--- src/rtl/core/rail_fence_transposer_unit_defines.svh ---
// Assertion helpers for the rail fence transposer.
// Each check is compiled out when SYNTH is defined.
`ifndef RAIL_FENCE_TRANSPOSER_UNIT_DEFINES_SVH
`define RAIL_FENCE_TRANSPOSER_UNIT_DEFINES_SVH

`ifndef SYNTH

// Property must hold on every clock edge outside reset.
`define RFT_ASSERT(lbl, clk, rst_n, prop, msg) \
    lbl: assert property (@(posedge clk) disable iff (!rst_n) (prop)) else $error(msg);

// Condition must never be seen outside reset.
`define RFT_ASSERT_NEVER(lbl, clk, rst_n, cond, msg) \
    lbl: assert property (@(posedge clk) disable iff (!rst_n) !(cond)) else $error(msg);

`else

`define RFT_ASSERT(lbl, clk, rst_n, prop, msg)
`define RFT_ASSERT_NEVER(lbl, clk, rst_n, cond, msg)

`endif

`endif

--- src/rtl/core/rft_pkg.sv ---
package rft_pkg;

    localparam int CHAR_W     = 8;
    localparam int RAIL_W     = 5;
    localparam int CFG_DATA_W = 5;
    localparam int CFG_IDX_W  = 1;

    // Configuration register indexes
    localparam logic [CFG_IDX_W-1:0] REG_RAIL_COUNT  = 1'd0;
    localparam logic [CFG_IDX_W-1:0] REG_DECODE_MODE = 1'd1;

    // ASCII letter bounds
    localparam logic [CHAR_W-1:0] UPPER_FIRST = 8'h41;
    localparam logic [CHAR_W-1:0] UPPER_LAST  = 8'h5A;
    localparam logic [CHAR_W-1:0] LOWER_FIRST = 8'h61;
    localparam logic [CHAR_W-1:0] LOWER_LAST  = 8'h7A;

    // Position walker status toward the top level
    typedef struct packed {
        logic valid;
        logic last;
    } walk_ctl_t;

    function automatic logic is_letter(input logic [CHAR_W-1:0] c);
        logic upper;
        logic lower;
        upper = (c >= UPPER_FIRST) && (c <= UPPER_LAST);
        lower = (c >= LOWER_FIRST) && (c <= LOWER_LAST);
        return upper || lower;
    endfunction

endpackage

--- src/rtl/core/rft_zigzag.sv ---
// Walk the zigzag rail by rail: for each output slot s, give the message
// position k that lands there. One pair per cycle after start.
module rft_zigzag #(
    parameter int MAX_LEN = 64
) (
    input  logic                          clk,
    input  logic                          rst_n,
    input  logic                          start,
    input  logic [$clog2(MAX_LEN+1)-1:0]  n,
    input  logic [rft_pkg::RAIL_W-1:0]    rails,
    output rft_pkg::walk_ctl_t            walk_ctl,
    output logic [$clog2(MAX_LEN)-1:0]    slot,
    output logic [$clog2(MAX_LEN)-1:0]    pos
);

    localparam int CW = $clog2(MAX_LEN + 1);
    localparam int PW = $clog2(MAX_LEN);
    // k plus one zigzag period must not wrap
    localparam int KW = $clog2(MAX_LEN + 64) + 1;

    logic                        active_reg, active_next;
    logic [rft_pkg::RAIL_W-1:0]  rail_reg, rail_next;
    logic [KW-1:0]               k_reg, k_next;
    logic [PW-1:0]               s_reg, s_next;
    logic                        alt_reg, alt_next;
    logic [CW-1:0]               n_reg, n_next;

    logic [KW-1:0] period;
    logic [KW-1:0] twice_rail;
    logic [KW-1:0] step;
    logic [KW-1:0] k_sum;
    logic          edge_rail;
    logic          is_last;

    // Step sizes along one rail
    always_comb
    begin
        period     = KW'({rails - 5'd1, 1'b0});
        twice_rail = KW'({rail_reg, 1'b0});
        edge_rail  = (rail_reg == '0) || (rail_reg == rails - 5'd1);
        if (edge_rail)
        begin
            step = period;
        end
        else if (alt_reg)
        begin
            step = twice_rail;
        end
        else
        begin
            step = period - twice_rail;
        end
        k_sum   = k_reg + step;
        is_last = (CW'(s_reg) + CW'(1)) == n_reg;
    end

    // Advance position; move to the next rail when this one runs out
    always_comb
    begin
        active_next = active_reg;
        rail_next   = rail_reg;
        k_next      = k_reg;
        s_next      = s_reg;
        alt_next    = alt_reg;
        n_next      = n_reg;
        if (start)
        begin
            active_next = 1'b1;
            rail_next   = '0;
            k_next      = '0;
            s_next      = '0;
            alt_next    = 1'b0;
            n_next      = n;
        end
        else if (active_reg)
        begin
            s_next = s_reg + PW'(1);
            if (is_last)
            begin
                active_next = 1'b0;
            end
            if (k_sum < KW'(n_reg))
            begin
                k_next   = k_sum;
                alt_next = !alt_reg;
            end
            else
            begin
                rail_next = rail_reg + 5'd1;
                k_next    = KW'(rail_reg + 5'd1);
                alt_next  = 1'b0;
            end
        end
    end

    always_ff @(posedge clk or negedge rst_n)
    begin
        if (!rst_n)
        begin
            active_reg <= 1'b0;
            rail_reg   <= '0;
            k_reg      <= '0;
            s_reg      <= '0;
            alt_reg    <= 1'b0;
            n_reg      <= '0;
        end
        else
        begin
            active_reg <= active_next;
            rail_reg   <= rail_next;
            k_reg      <= k_next;
            s_reg      <= s_next;
            alt_reg    <= alt_next;
            n_reg      <= n_next;
        end
    end

    assign walk_ctl.valid = active_reg;
    assign walk_ctl.last  = active_reg && is_last;
    assign slot           = s_reg;
    assign pos            = k_reg[PW-1:0];

endmodule

--- src/rtl/core/rail_fence_transposer_unit.sv ---
// Letters load at one byte per cycle while not busy; the last byte starts emission.
// Encode: results are read from the letter memory at the walked positions, one
// letter per cycle. Decode: a permute pass writes the letters into a second
// memory, then a readout pass reads that memory back in order.
// Results are strobed for one cycle and cannot be stalled. busy is high
// from the last byte until the final result. Reset clears control state only.
`include "rail_fence_transposer_unit_defines.svh"

module rail_fence_transposer_unit #(
    parameter int MAX_LEN   = 64,
    parameter int MAX_RAILS = 16
) (
    input  logic                                clk,
    input  logic                                rst_n,
    input  logic                                start,
    output logic                                busy,
    input  logic [rft_pkg::CHAR_W-1:0]          char_in,
    input  logic                                last_in,
    input  logic                                cfg_we,
    input  logic [rft_pkg::CFG_IDX_W-1:0]       cfg_index,
    input  logic [rft_pkg::CFG_DATA_W-1:0]      cfg_data,
    output logic                                result_valid,
    output logic [rft_pkg::CHAR_W-1:0]          char_out,
    output logic                                empty_res,
    output logic                                overflowed,
    output logic                                last_out
);

    localparam int CW = $clog2(MAX_LEN + 1);
    localparam int PW = $clog2(MAX_LEN);
    localparam int RAIL_CAP = (MAX_RAILS < 31) ? MAX_RAILS : 31;
    localparam logic [rft_pkg::RAIL_W-1:0] RAIL_CAP_V = rft_pkg::RAIL_W'(RAIL_CAP);
    localparam logic [rft_pkg::RAIL_W-1:0] RAIL_MIN   = 5'd2;

    localparam logic [1:0] S_IDLE  = 2'd0;
    localparam logic [1:0] S_WALK  = 2'd1;
    localparam logic [1:0] S_DRAIN = 2'd2;

    // Configuration
    logic [rft_pkg::RAIL_W-1:0] rail_count_reg;
    logic                       decode_mode_reg;
    logic [rft_pkg::RAIL_W-1:0] eff_rails;

    // Control
    logic [1:0]    state_reg, state_next;
    logic [CW-1:0] fill_reg, fill_next;
    logic          ovf_reg, ovf_next;
    logic [CW-1:0] j_reg, j_next;

    // Read-data stage
    logic          p1_valid_reg, p1_valid_next;
    logic          p1_last_reg, p1_last_next;
    logic [PW-1:0] p1_pos_reg, p1_pos_next;

    // Result registers
    logic                        res_valid_reg, res_valid_next;
    logic [rft_pkg::CHAR_W-1:0]  res_char_reg, res_char_next;
    logic                        res_empty_reg, res_empty_next;
    logic                        res_ovf_reg, res_ovf_next;
    logic                        res_last_reg, res_last_next;

    // Memories
    logic [rft_pkg::CHAR_W-1:0] letter_mem [MAX_LEN];
    logic [rft_pkg::CHAR_W-1:0] perm_mem   [MAX_LEN];
    logic [rft_pkg::CHAR_W-1:0] buf_rdata_reg;
    logic [rft_pkg::CHAR_W-1:0] perm_rdata_reg;
    logic [PW-1:0]              buf_raddr;
    logic                       buf_we;
    logic                       perm_we;

    // Walker
    rft_pkg::walk_ctl_t walk_ctl;
    logic [PW-1:0]      walk_slot;
    logic [PW-1:0]      walk_pos;
    logic               walk_start;

    logic accept;
    logic letter;
    logic room;
    logic [CW-1:0] fill_inc;

    assign accept   = start && !busy;
    assign letter   = rft_pkg::is_letter(char_in);
    assign room     = fill_reg < CW'(MAX_LEN);
    assign fill_inc = (letter && room) ? fill_reg + CW'(1) : fill_reg;
    assign buf_we   = accept && letter && room;

    // Clamp rail count into the supported range
    always_comb
    begin
        priority if (rail_count_reg < RAIL_MIN)
        begin
            eff_rails = RAIL_MIN;
        end
        else if (rail_count_reg > RAIL_CAP_V)
        begin
            eff_rails = RAIL_CAP_V;
        end
        else
        begin
            eff_rails = rail_count_reg;
        end
    end

    // Configuration writes
    always_ff @(posedge clk or negedge rst_n)
    begin
        if (!rst_n)
        begin
            rail_count_reg  <= 5'd2;
            decode_mode_reg <= 1'b0;
        end
        else if (cfg_we)
        begin
            unique case (cfg_index)
                rft_pkg::REG_RAIL_COUNT:  rail_count_reg  <= cfg_data;
                rft_pkg::REG_DECODE_MODE: decode_mode_reg <= cfg_data[0];
            endcase
        end
    end

    assign walk_start = accept && last_in && (fill_inc != '0);

    rft_zigzag #(
        .MAX_LEN (MAX_LEN)
    ) u_zigzag (
        .clk      (clk),
        .rst_n    (rst_n),
        .start    (walk_start),
        .n        (fill_inc),
        .rails    (eff_rails),
        .walk_ctl (walk_ctl),
        .slot     (walk_slot),
        .pos      (walk_pos)
    );

    // Encode reads the letter at the walked position, decode reads in slot order
    assign buf_raddr = decode_mode_reg ? walk_slot : walk_pos;
    assign perm_we   = (state_reg == S_WALK) && p1_valid_reg && decode_mode_reg;

    always_ff @(posedge clk)
    begin
        if (buf_we)
        begin
            letter_mem[fill_reg[PW-1:0]] <= char_in;
        end
        buf_rdata_reg <= letter_mem[buf_raddr];
    end

    always_ff @(posedge clk)
    begin
        if (perm_we)
        begin
            perm_mem[p1_pos_reg] <= buf_rdata_reg;
        end
        perm_rdata_reg <= perm_mem[j_reg[PW-1:0]];
    end

    // Sequencer: load, walk, and for decode a readout pass
    always_comb
    begin
        state_next     = state_reg;
        fill_next      = fill_reg;
        ovf_next       = ovf_reg;
        j_next         = j_reg;
        p1_valid_next  = 1'b0;
        p1_last_next   = 1'b0;
        p1_pos_next    = p1_pos_reg;
        res_valid_next = 1'b0;
        res_char_next  = res_char_reg;
        res_empty_next = 1'b0;
        res_ovf_next   = res_ovf_reg;
        res_last_next  = 1'b0;

        unique case (state_reg)
            S_IDLE:
            begin
                if (accept)
                begin
                    fill_next = fill_inc;
                    ovf_next  = ovf_reg || (letter && !room);
                    if (last_in)
                    begin
                        if (fill_inc == '0)
                        begin
                            // Empty message: single marker result
                            res_valid_next = 1'b1;
                            res_char_next  = '0;
                            res_empty_next = 1'b1;
                            res_ovf_next   = ovf_next;
                            res_last_next  = 1'b1;
                            ovf_next       = 1'b0;
                        end
                        else
                        begin
                            state_next = S_WALK;
                        end
                    end
                end
            end

            S_WALK:
            begin
                p1_valid_next = walk_ctl.valid;
                p1_last_next  = walk_ctl.last;
                p1_pos_next   = walk_pos;
                if (p1_valid_reg && !decode_mode_reg)
                begin
                    res_valid_next = 1'b1;
                    res_char_next  = buf_rdata_reg;
                    res_ovf_next   = ovf_reg;
                    res_last_next  = p1_last_reg;
                end
                if (p1_valid_reg && p1_last_reg)
                begin
                    if (decode_mode_reg)
                    begin
                        state_next = S_DRAIN;
                        j_next     = '0;
                    end
                    else
                    begin
                        state_next = S_IDLE;
                        fill_next  = '0;
                        ovf_next   = 1'b0;
                    end
                end
            end

            S_DRAIN:
            begin
                // Issue reads of the permuted text in order
                if (j_reg < fill_reg)
                begin
                    p1_valid_next = 1'b1;
                    p1_last_next  = (j_reg + CW'(1)) == fill_reg;
                    j_next        = j_reg + CW'(1);
                end
                if (p1_valid_reg)
                begin
                    res_valid_next = 1'b1;
                    res_char_next  = perm_rdata_reg;
                    res_ovf_next   = ovf_reg;
                    res_last_next  = p1_last_reg;
                    if (p1_last_reg)
                    begin
                        state_next = S_IDLE;
                        fill_next  = '0;
                        ovf_next   = 1'b0;
                    end
                end
            end

            default:
            begin
                state_next = S_IDLE;
            end
        endcase
    end

    always_ff @(posedge clk or negedge rst_n)
    begin
        if (!rst_n)
        begin
            state_reg     <= S_IDLE;
            fill_reg      <= '0;
            ovf_reg       <= 1'b0;
            j_reg         <= '0;
            p1_valid_reg  <= 1'b0;
            p1_last_reg   <= 1'b0;
            res_valid_reg <= 1'b0;
            res_empty_reg <= 1'b0;
            res_last_reg  <= 1'b0;
        end
        else
        begin
            state_reg     <= state_next;
            fill_reg      <= fill_next;
            ovf_reg       <= ovf_next;
            j_reg         <= j_next;
            p1_valid_reg  <= p1_valid_next;
            p1_last_reg   <= p1_last_next;
            res_valid_reg <= res_valid_next;
            res_empty_reg <= res_empty_next;
            res_last_reg  <= res_last_next;
        end
    end

    // Payload registers, no reset needed
    always_ff @(posedge clk)
    begin
        p1_pos_reg   <= p1_pos_next;
        res_char_reg <= res_char_next;
        res_ovf_reg  <= res_ovf_next;
    end

    assign busy         = state_reg != S_IDLE;
    assign result_valid = res_valid_reg;
    assign char_out     = res_char_reg;
    assign empty_res    = res_empty_reg;
    assign overflowed   = res_ovf_reg;
    assign last_out     = res_last_reg;

    // Checks
    `RFT_ASSERT(a_empty_is_last, clk, rst_n, (result_valid && empty_res) |-> last_out, "empty result not marked last")
    `RFT_ASSERT(a_busy_ends_on_last, clk, rst_n, $fell(busy) |-> (result_valid && last_out), "busy dropped without final result")
    `RFT_ASSERT_NEVER(a_walk_outside_state, clk, rst_n, walk_ctl.valid && (state_reg != S_WALK), "walker active outside walk state")
    `RFT_ASSERT_NEVER(a_drain_in_encode, clk, rst_n, (state_reg == S_DRAIN) && !decode_mode_reg, "readout pass in encode mode")

endmodule
--- config.mk ---
export PLATFORM = sky130hd
export DESIGN_NAME = rail_fence_transposer_unit
export DESIGN_NICKNAME = d
export VERILOG_FILES = /design/src/rtl/core/rft_pkg.sv /design/src/rtl/core/rft_zigzag.sv /design/src/rtl/core/rail_fence_transposer_unit.sv
export VERILOG_INCLUDE_DIRS = /design/src /design/src/rtl/core
export SDC_FILE = /design/constraint.sdc
export NUM_CORES = 1
export LEC_CHECK = 0
export BUFFER_PORTS_ARGS = -buffer_cell sky130_fd_sc_hd__buf_4
export CORE_MARGIN = 4
export CORE_UTILIZATION = 40
export CTS_CLUSTER_DIAMETER = 60
export CTS_CLUSTER_SIZE = 16
export DETAILED_ROUTE_END_ITERATION = 16
export PLACE_DENSITY_LB_ADDON = 0.2
export SYNTH_ARGS = -nofsm -noshare
export SYNTH_HDL_FRONTEND = slang
export SYNTH_HIERARCHICAL = 1
export SYNTH_SLANG_ARGS = --single-unit
export TNS_END_PERCENT = 100
--- constraint.sdc ---
create_clock -name clk -period 12.55 [get_ports clk]
set_input_delay 2.51 -clock clk [delete_from_list [all_inputs] [get_ports clk]]
set_output_delay 2.51 -clock clk [all_outputs]
set_load 0.02 [all_outputs]
; Word-level counts from Yosys, hierarchy flattened
; Memory sizes are Yosys's and may differ from the RTL's. A register that Yosys moved wholly into a read port is not among the register bits.
; Cells that the tools add are included.
[word_totals]
output_inout_bits = 13
ramBits = 1024
mem_count = 2
in_bits = 19
reg_bits = 71
[mem_list]
columns = name, depth, word_bits, read_ports, rd_clocked_by_memory_dff, write_ports, line
row1 = letter_mem, 64, 8, 1, 1, 1, rail_fence_transposer_unit.sv:63  ; logic [rft_pkg::CHAR_W-1:0] letter_mem [MAX_LEN];
row2 = perm_mem, 64, 8, 1, 1, 1, rail_fence_transposer_unit.sv:64  ; logic [rft_pkg::CHAR_W-1:0] perm_mem [MAX_LEN];
[op_classes]
muxes = 76
reduce_logical = 36
order_cmp = 9
n_eq_ne = 17
n_bitwise = 1
addsub = 9
[ops]
columns = op, count
row1 = $mux 8, 10
row2 = $mux 7, 9
row3 = $mux 1, 32
row4 = $mux 5, 5
row5 = $pmux 8 s3, 1
row6 = $pmux 7 s3, 1
row7 = $mux 6, 3
row8 = $ne 2x2->1 const B, 9
row9 = $reduce_and 6->1, 3
row10 = $ge 8x7->1 const B, 2
row11 = $le 8x7->1 const B, 2
row12 = $add 7x1->7 const B, 2
row13 = $eq 7x7->1, 2
row14 = $logic_and 1x1->1, 14
row15 = $mux 2, 7
row16 = $pmux 7 s2, 1
row17 = $pmux 1 s3, 4
row18 = $add 8x8->8, 1
row19 = $lt 8x7->1, 1
row20 = $add 6x1->7 const B, 1
row21 = $logic_not 7->1, 1
row22 = $lt 7x7->1, 1
row23 = $lt 7x7->1 const B, 1
row24 = $reduce_bool 7->1, 1
row25 = other kinds (22), 34

; Longest topological paths before layout
; Gate-level depths: netlist of the first run.
[depth]
ltp_word = 12
ltp_mapped = 26

; Modules after synthesis
; Netlist of the first run, hierarchy kept.
[by_module_without_submodules]
columns = mod, instances, cells_each, seq_area_each_um2, area_each_um2
row1 = rail_fence_transposer_unit, 1, 2405, 32222.2, 42723.5
row2 = rft_zigzag, 1, 280, 700.7, 2391.0

; Worst setup path before layout of the first run
; OpenSTA, ideal clock, no wires.
[synth_path]
path_kind = input-to-reg
start = input char_in[4] in the netlist's numbering
end = register res_char_reg, in the netlist char_out[0] (enable)
arrival_ps = 4943
path_stages = 7
slack_ps = 7216
required_ps = 12158
path_cell_list = or4_1 o22a_1 and3_1 xnor2_2 nor4_4 nand3_1 a221oi_1
[synth_via]
elab_chain_cells = 8
[synth_lines]
columns = item, line
row1 = start: declaration, rail_fence_transposer_unit.sv:17  ; input logic [rft_pkg::CHAR_W-1:0] char_in,
row2 = "$ge 8x7->1, or another cell as far along", rft_pkg.sv:27  ; upper = (c >= UPPER_FIRST) && (c <= UPPER_LAST);
row3 = "$logic_and 1x1->1, on equally long branches", "rft_pkg.sv:27, rft_pkg.sv:28"
row4 = $logic_or 1x1->1 (*), rft_pkg.sv:29  ; return upper || lower;
row5 = $logic_and 1x1->1 (*), rail_fence_transposer_unit.sv:85  ; assign fill_inc = (letter && room) ? fill_reg + CW'(1) : fill_reg;
row6 = $mux 7 (*), rail_fence_transposer_unit.sv:85
row7 = named net fill_inc[2], rail_fence_transposer_unit.sv:80  ; logic [CW-1:0] fill_inc;
row8 = $logic_not 7->1 (*), rail_fence_transposer_unit.sv:184  ; if (fill_inc == '0)
row9 = $ne 2x2->1 (no line) (*), n/a
row10 = $reduce_and 6->1 (no line) (*), n/a
row11 = end signal: assignment, rail_fence_transposer_unit.sv:293  ; res_char_reg <= res_char_next;
row12 = end: declaration, rail_fence_transposer_unit.sv:57  ; logic [rft_pkg::CHAR_W-1:0] res_char_reg, res_char_next;
; The timed path passes the listed nets; every way through them passes the cells marked *.
; A chain may end at the register's enable or synchronous reset.

; Worst setup path in the final report of the first run
[layout_path]
start = register rail_count_reg[1] in the netlist's numbering
end = register u_zigzag/rail_reg[4] in the netlist's numbering
[layout_via]
elab_chain_cells = 11
[layout_lines]
columns = item, line
row1 = start: declaration, rail_fence_transposer_unit.sv:40  ; logic [rft_pkg::RAIL_W-1:0] rail_count_reg;
row2 = start signal: assignment, rail_fence_transposer_unit.sv:116  ; rft_pkg::REG_RAIL_COUNT: rail_count_reg <= cfg_data;
row3 = $gt 5x5->1, rail_fence_transposer_unit.sv:95  ; else if (rail_count_reg > RAIL_CAP_V)
row4 = $mux 5, rail_fence_transposer_unit.sv:95
row5 = $mux 5 (*), rail_fence_transposer_unit.sv:91  ; priority if (rail_count_reg < RAIL_MIN)
row6 = "named net eff_rails, one bit", rail_fence_transposer_unit.sv:42  ; logic [rft_pkg::RAIL_W-1:0] eff_rails;
row7 = $sub 5x1->5 (*), "rft_zigzag.sv:38, rft_zigzag.sv:40"
row8 = $sub 6x6->7 or $eq 5x5->1 (tied branches), "rft_zigzag.sv:51, rft_zigzag.sv:40"
row9 = $mux 8 or $logic_or 1x1->1 (tied branches), "rft_zigzag.sv:45, rft_zigzag.sv:40"
row10 = $mux 8 (*), rft_zigzag.sv:41  ; if (edge_rail)
row11 = $add 8x8->8 (*), rft_zigzag.sv:53  ; k_sum = k_reg + step;
row12 = $lt 8x7->1 (*), rft_zigzag.sv:82  ; if (k_sum < KW'(n_reg))
row13 = $ne 2x1->1 (no line) (*), n/a
row14 = $reduce_and 2->1 (no line) (*), n/a
row15 = end signal: assignment, rft_zigzag.sv:110  ; rail_reg <= rail_next;
row16 = end: declaration, rft_zigzag.sv:22  ; logic [rft_pkg::RAIL_W-1:0] rail_reg, rail_next;
; Marked as above.

==> qor.csv, run 1 <==
metric,value,unit
status,"complete, no violations",
Setup WS post-layout,6370,ps
RSZ-0062 raised after global routing,false,
Mapped Area,45100,µm²
clk sinks,1111,
hold path depth,1,
IO Count,32,
Most used DFF post-synth,edfxtp_1,
via/cell ratio,5.65,
footprint of the multi-input gates,11400,µm²
Mapped Cells,2685,
minimum clock period,6180,ps
vias in the first global route,24130,
Cell variety after synth,73,
H-tree levels,3,
WS Path Type,flop to flop,
final setup skew,56.4,ps
share of the synthesized area in the top cell type,0.692,
Synth area leaders,"edfxtp_1 69%, mux4_2 8.4%, mux2i_1 3.1%, dfrtp_1 3.1%, nand2_1 2.7%",
Worst setup EP type,flop,
combinational cell fraction of total power,0.297,
Fill cells,9478,
max-cap viol count,0,
FF-to-FF setup slack,6370,ps
Flop pwr share,0.425,
layout cells sized above 1,0.156,
initial core utilization,0.405,
largest net degree at the start of global routing,80,
register area,32900,µm²
Die W,344,µm
WL final,107000,µm
Crit Path Max Fanout,8,
Core ar.,111000,µm²
vias after detailed routing,24067,
initial antenna violation count,3,
post-CTS resize count,0,
synth warn,6,
commonest cells in the netlist,"1039 x edfxtp_1, 328 x nand2_1, 191 x nor2_1",
power density cells,218,nW/µm²
GPL Wtd Cong,0.890,
Synth async-reset ratio,0.0504,
dpl cell area,46900,µm²
Final Hold Vio Count,0,
Hold Slack,513,ps
max-slew violation count,0,
Synth Register Bits,1111,
FF-to-FF End,u_zigzag/rail_reg[4]$_DFFE_PN0P_,
"count leader, synth",edfxtp_1,
sequential share of the synthesized area,0.730,
clk_lat worst skew,690,ps
std cell rows,122,
CTS tree,yes,
Worst-Margin Slew,1350,ps
most area-hungry cell type in the Yosys netlist,edfxtp_1,
"Power, Total",10.9,mW
period utilization,0.492,
Critical Path Start Type,flop,
fin util,0.450,
Clock Path Buffers,3,
"Hold-fix buffers, CTS",0,
Port Buffers,31,
switching power of the nets,3.71,mW
Num CTS Buffers,99,
total global-route track usage,0.180,
P_int,7.22,mW
Pre-Repair DR Iteration Count,6,
pre-CTS setup slack,6330,ps
highest clock rate,0.162,GHz
Max VDD drop,0.000175,V
root buf cell,clkbuf_16,
worst hold endpoint,rail_count_reg[0]$_DFFE_PN0P_,
"Data arrival, critical path",6760,ps
worst path required time,13130,ps
Crit Reg-Reg Startpoint,rail_count_reg[1]$_DFFE_PN1P_,
syn_area_per_cell,16.8,µm²
wire length per cell,25.1,µm
Final ANT Viol Nets,0,
worst reg-to-reg path cell count,25,
Clock transition at path regs,70,ps
drc violations,0,
post-DP HPWL,66500,µm
Hold WC Path Type,flop to flop,
final setup vio count,0,
Antenna Cells,0,
Clock Power Share,0.277,
global-route wire length before repair,159000,µm
Finished Layout Cells,4262,
P_leak,15.9,nW
Worst slew margin,0.103,
Die Y,344,µm
Worst Min Path Start,rail_count_reg[0]$_DFFE_PN0P_,
Post-synth EDFFs,1039,
final net count,2757,
number of instances in the placed design,4089,
post-CTS setup buffer count,0,
Synth-to-Final Area Change,11.0,%
sw frac,0.339,
Syn Nets,2740,
TNS Setup,0,ps
Initial DRC Count,2383,
area of the die,118000,µm²
GRT overflow,0,
design area,50100,µm²
worst max-delay path by stage:
stage                                        startpoint                                to  slack, ps  cells past startpoint
after floorplan                              char_in[4]             char_out[0]$_DFFE_PP_       7220                      7
after global placement                       char_in[4]              overflowed$_DFFE_PP_       6510                      8
after detailed placement                     char_in[4]             char_out[7]$_DFFE_PP_       6330                      8
after CTS                 rail_count_reg[1]$_DFFE_PN1P_  u_zigzag/rail_reg[4]$_DFFE_PN0P_       6420                     25
after global routing      rail_count_reg[1]$_DFFE_PN1P_     u_zigzag/k_reg[5]$_DFFE_PN0P_       5760                     25
final                     rail_count_reg[1]$_DFFE_PN1P_  u_zigzag/rail_reg[4]$_DFFE_PN0P_       6370                     25
area by class of cell:
class | instances | share of cell area
Clock buffer | 110 | 0.0513
Clock inverter | 63 | 0.0132
Inverter | 44 | 0.00330
Multi-Input combinational cell | 1383 | 0.228
Sequential cell | 1111 | 0.658
Tap cell | 1488 | 0.0372
Timing Repair Buffer | 63 | 0.00944
cell usage in the layout, fill, tap and decap left out, types with 43 or more instances in the layout:
master and count:
nand3_1 91, inv_1 43, dfrtp_1 52, clkbuf_16 100, edfxtp_1 1039, mux4_2 168
mux2i_1 138, nand2_1 328, buf_4 63, nor2_1 191
per-layer routing:
metal  global-route usage  share of wire
met5                    0              0
met4               0.0564          0.029
met3               0.0331          0.064
met2                0.288           0.47
met1                0.253           0.43
logic make-up (layout without fill, tap and decap cells):
group / count (synthesis) / in the layout / share of synthesized area
xor+xnor: 36 / 36 / 0.00716
simple gates: 712 / 712 / 0.0688
buf+inv: 191 / 280 / 0.0192
mux: 323 / 323 / 0.119
compound gates: 276 / 276 / 0.0461
flops: 1111 / 1111 / 0.730
fa+ha+maj: 36 / 36 / 0.0103
power groups by stage:
stage                     sequential, mW  combinational (mW)  clock (mW)
final                               4.65                3.25        3.03
after floorplan                     4.69                2.25           0
after global placement              4.72                3.18           0
after CTS                           4.65                3.26        3.10
after global routing                4.67                3.54        3.25
after detailed placement            4.73                3.25           0
critical path: stages, from the launching register on:
cell,delay [ps]
dfstp_2,540
nor3_1,50
nor3b_1,480
inv_1,100
ha_1,240
nor3b_1,150
xor2_1,160
ha_1,340
nand3_1,110
o21bai_1,440
nor2_1,100
a21oi_1,160
ha_1,200
inv_1,60
fa_1,430
nor2b_1,170
o21a_1,130
nor2_1,40
xnor2_1,220
ha_1,310
a21oi_1,150
a22oi_1,100
o21a_1,220
nor4_2,700
nor3_1,170
mux2_2,300
Power figures use the tool's default switching activity.
==> inputs of run 2 (changes only) <==
==> constraint.sdc (replaced) <==
create_clock -name clk -period 5.08 [get_ports clk]
set_input_delay 1.016 -clock clk [delete_from_list [all_inputs] [get_ports clk]]
set_output_delay 1.016 -clock clk [all_outputs]
set_load 0.02 [all_outputs]
==> qor.csv, run 2 (synthesis results as in run 1) <==
metric,value,unit,change
Clock Path Buffers,3,,unchanged
WS Path Type,flop to flop,,unchanged
Initial DRC Count,2667,,was 2383
Crit Path Max Fanout,6,,was 8
Clock transition at path regs,70,ps,about the same
max-cap viol count,0,,unchanged
fin util,0.459,,was 0.450
clk_lat worst skew,670,ps,was 690 ps
sw frac,0.342,,was 0.339
Finished Layout Cells,4328,,was 4262
Worst-Margin Slew,1290,ps,was 1350 ps
std cell rows,122,,unchanged
Worst slew margin,0.138,,was 0.103
GRT overflow,0,,unchanged
Pre-Repair DR Iteration Count,6,,unchanged
vias in the first global route,24467,,was 24130
Worst path slowest cell,dfstp_2,,was nor4_2
vias after detailed routing,24678,,was 24067
global-route wire length before repair,165000,µm,was 159000 µm
Critical Path Start Type,flop,,unchanged
"commonest non-fill, non-tap cell in the layout",edfxtp_1,,unchanged
Die W,344,µm,unchanged
number of instances in the placed design,4156,,was 4089
Synth-to-Final Area Change,13.1,%,was 11.0%
final setup skew,33.0,ps,was 56.4 ps
total global-route track usage,0.187,,was 0.180
wire length per cell,25.6,µm,was 25.1 µm
WL final,111000,µm,was 107000 µm
GPL Wtd Cong,0.850,,was 0.890
post-DP HPWL,68300,µm,was 66500 µm
Max VDD drop,0.000716,V,was 0.000175 V
"Data arrival, critical path",5530,ps,was 6760 ps
dpl cell area,47500,µm²,was 46900 µm²
Hold Slack,418,ps,was 513 ps
drc violations,0,,unchanged
largest net degree at the start of global routing,105,,was 80
Antenna Cells,0,,unchanged
"commonest non-fill, non-tap cells in the layout","1039 x edfxtp_1, 328 x nand2_1, 190 x nor2_1, 168 x mux4_2, 138 x mux2i_1",,"was 1039 x edfxtp_1, 328 x nand2_1, 191 x nor2_1, 168 x mux4_2, 138 x mux2i_1"
Clock Power Share,0.260,,was 0.277
layout cells sized above 1,0.189,,was 0.156
IO Count,32,,unchanged
area of the die,118000,µm²,unchanged
final setup vio count,0,,unchanged
power density cells,566,nW/µm²,was 218 nW/µm²
switching power of the nets,9.87,mW,was 3.71 mW
status,"complete, no violations",,unchanged
P_int,19.0,mW,was 7.22 mW
initial antenna violation count,1,,was 3
via/cell ratio,5.70,,was 5.65
Final Hold Vio Count,0,,unchanged
CTS tree,yes,,unchanged
minimum clock period,4980,ps,was 6180 ps
Die Y,344,µm,unchanged
Port Buffers,31,,unchanged
combinational cell fraction of total power,0.343,,was 0.297
Worst setup EP type,flop,,unchanged
initial core utilization,0.405,,unchanged
max-slew violation count,0,,unchanged
Num CTS Buffers,97,,was 99
clk sinks,1111,,unchanged
design area,51000,µm²,was 50100 µm²
Flop pwr share,0.397,,was 0.425
Fill cells,9376,,was 9478
highest clock rate,0.201,GHz,was 0.162 GHz
root buf cell,clkbuf_16,,unchanged
H-tree levels,3,,unchanged
worst path required time,5620,ps,was 13130 ps
Core ar.,111000,µm²,unchanged
Hold WC Path Type,primary input to async pin,,was flop to flop
TNS Setup,0,ps,unchanged
RSZ-0062 raised after global routing,true,,was false
Worst path max stage delay,550,ps,was 700 ps
P_leak,16.4,nW,was 15.9 nW
period utilization,0.981,,was 0.492
final net count,2831,,was 2757
Final ANT Viol Nets,0,,unchanged
## run 2: cell count changes in the layout (fill, tap and decap cells not counted), moves of 4 or more
cell and change:
nor3_1 -4, clkinv_1 -4, a21oi_2 +4, clkinv_4 -6
buf_6 +4, buf_4 +61, a21oi_1 -5, ha_1 -5
buf_12 +11
## run 2: routing by layer
layer	wire, µm	track usage
met1	49700	0.275
met2	52300	0.295
met3	6680	0.0301
met4	2180	0.0435
met5	0	0
## run 2: final cells by class
type                    count  area (µm²)  share of cell area
clock inverters            54         658              0.0129
repair buffers            139        1200              0.0234
well taps                1488        1860              0.0365
multi-input cells        1383       11700               0.228
inverters                  44         165             0.00324
flip-flops and latches   1111       32900               0.646
clock buffers             109        2550              0.0499
## run 2: final timing paths
check / startpoint / to / slack, ps / cells past startpoint
max: rail_count_reg[1]$_DFFE_PN1P_ / u_zigzag/rail_reg[4]$_DFFE_PN0P_ / 100 / 26
min reg2reg: rail_count_reg[0]$_DFFE_PN0P_ / rail_count_reg[0]$_DFFE_PN0P_ / 510 / 1
min: rst_n / u_zigzag/rail_reg[0]$_DFFE_PN0P_ / 420 / 1
max reg2reg: rail_count_reg[1]$_DFFE_PN1P_ / u_zigzag/rail_reg[4]$_DFFE_PN0P_ / 100 / 26
min in group clk: rail_count_reg[0]$_DFFE_PN0P_ / rail_count_reg[0]$_DFFE_PN0P_ / 510 / 1
max in group asynchronous: rst_n / j_reg[1]$_DFFE_PN0P_ / 4090 / 1
## run 2: repair_timing
item | in CTS | in global routing
hold buffers | 0 | 0
endpoints found under the setup margin | 13 | 13
setup buffers | 4 | 5
pin swaps | 7 | 34
resized for setup | 12 | 37
## run 2: power by group through the flow
stage	combinational (mW)	clock (mW)	sequential, mW
after floorplan	5.62	0	11.6
after CTS	9.15	7.66	11.5
after global placement	8.69	0	11.6
after global routing	10.6	8.06	11.5
final	9.90	7.50	11.5
after detailed placement	8.89	0	11.6
## run 2: worst max-delay path, delay by kind of cell, from the launching register on
| family | cells | cell delay (ps) |
|---|---|---|
| buffers and inverters | 3 | 290 |
| AO/OA/AOI/OAI | 6 | 940 |
| XOR/XNOR | 2 | 370 |
| adder cells (fa/ha/maj) | 5 | 1360 |
| multiplexers | 1 | 300 |
| flip-flops | 1 | 550 |
| AND/OR/NAND/NOR | 9 | 1050 |
## run 2: through the flow
| step | setup WS (ps) | power (mW) |
|---|---|---|
| after floorplan | 38.7 | 17.2 |
| after global placement | -94.6 | 20.3 |
| after detailed placement | -305 | 20.5 |
| after CTS | 1.39 | 28.3 |
| after global routing | -134 | 30.2 |
| final | 95.9 | 28.9 |
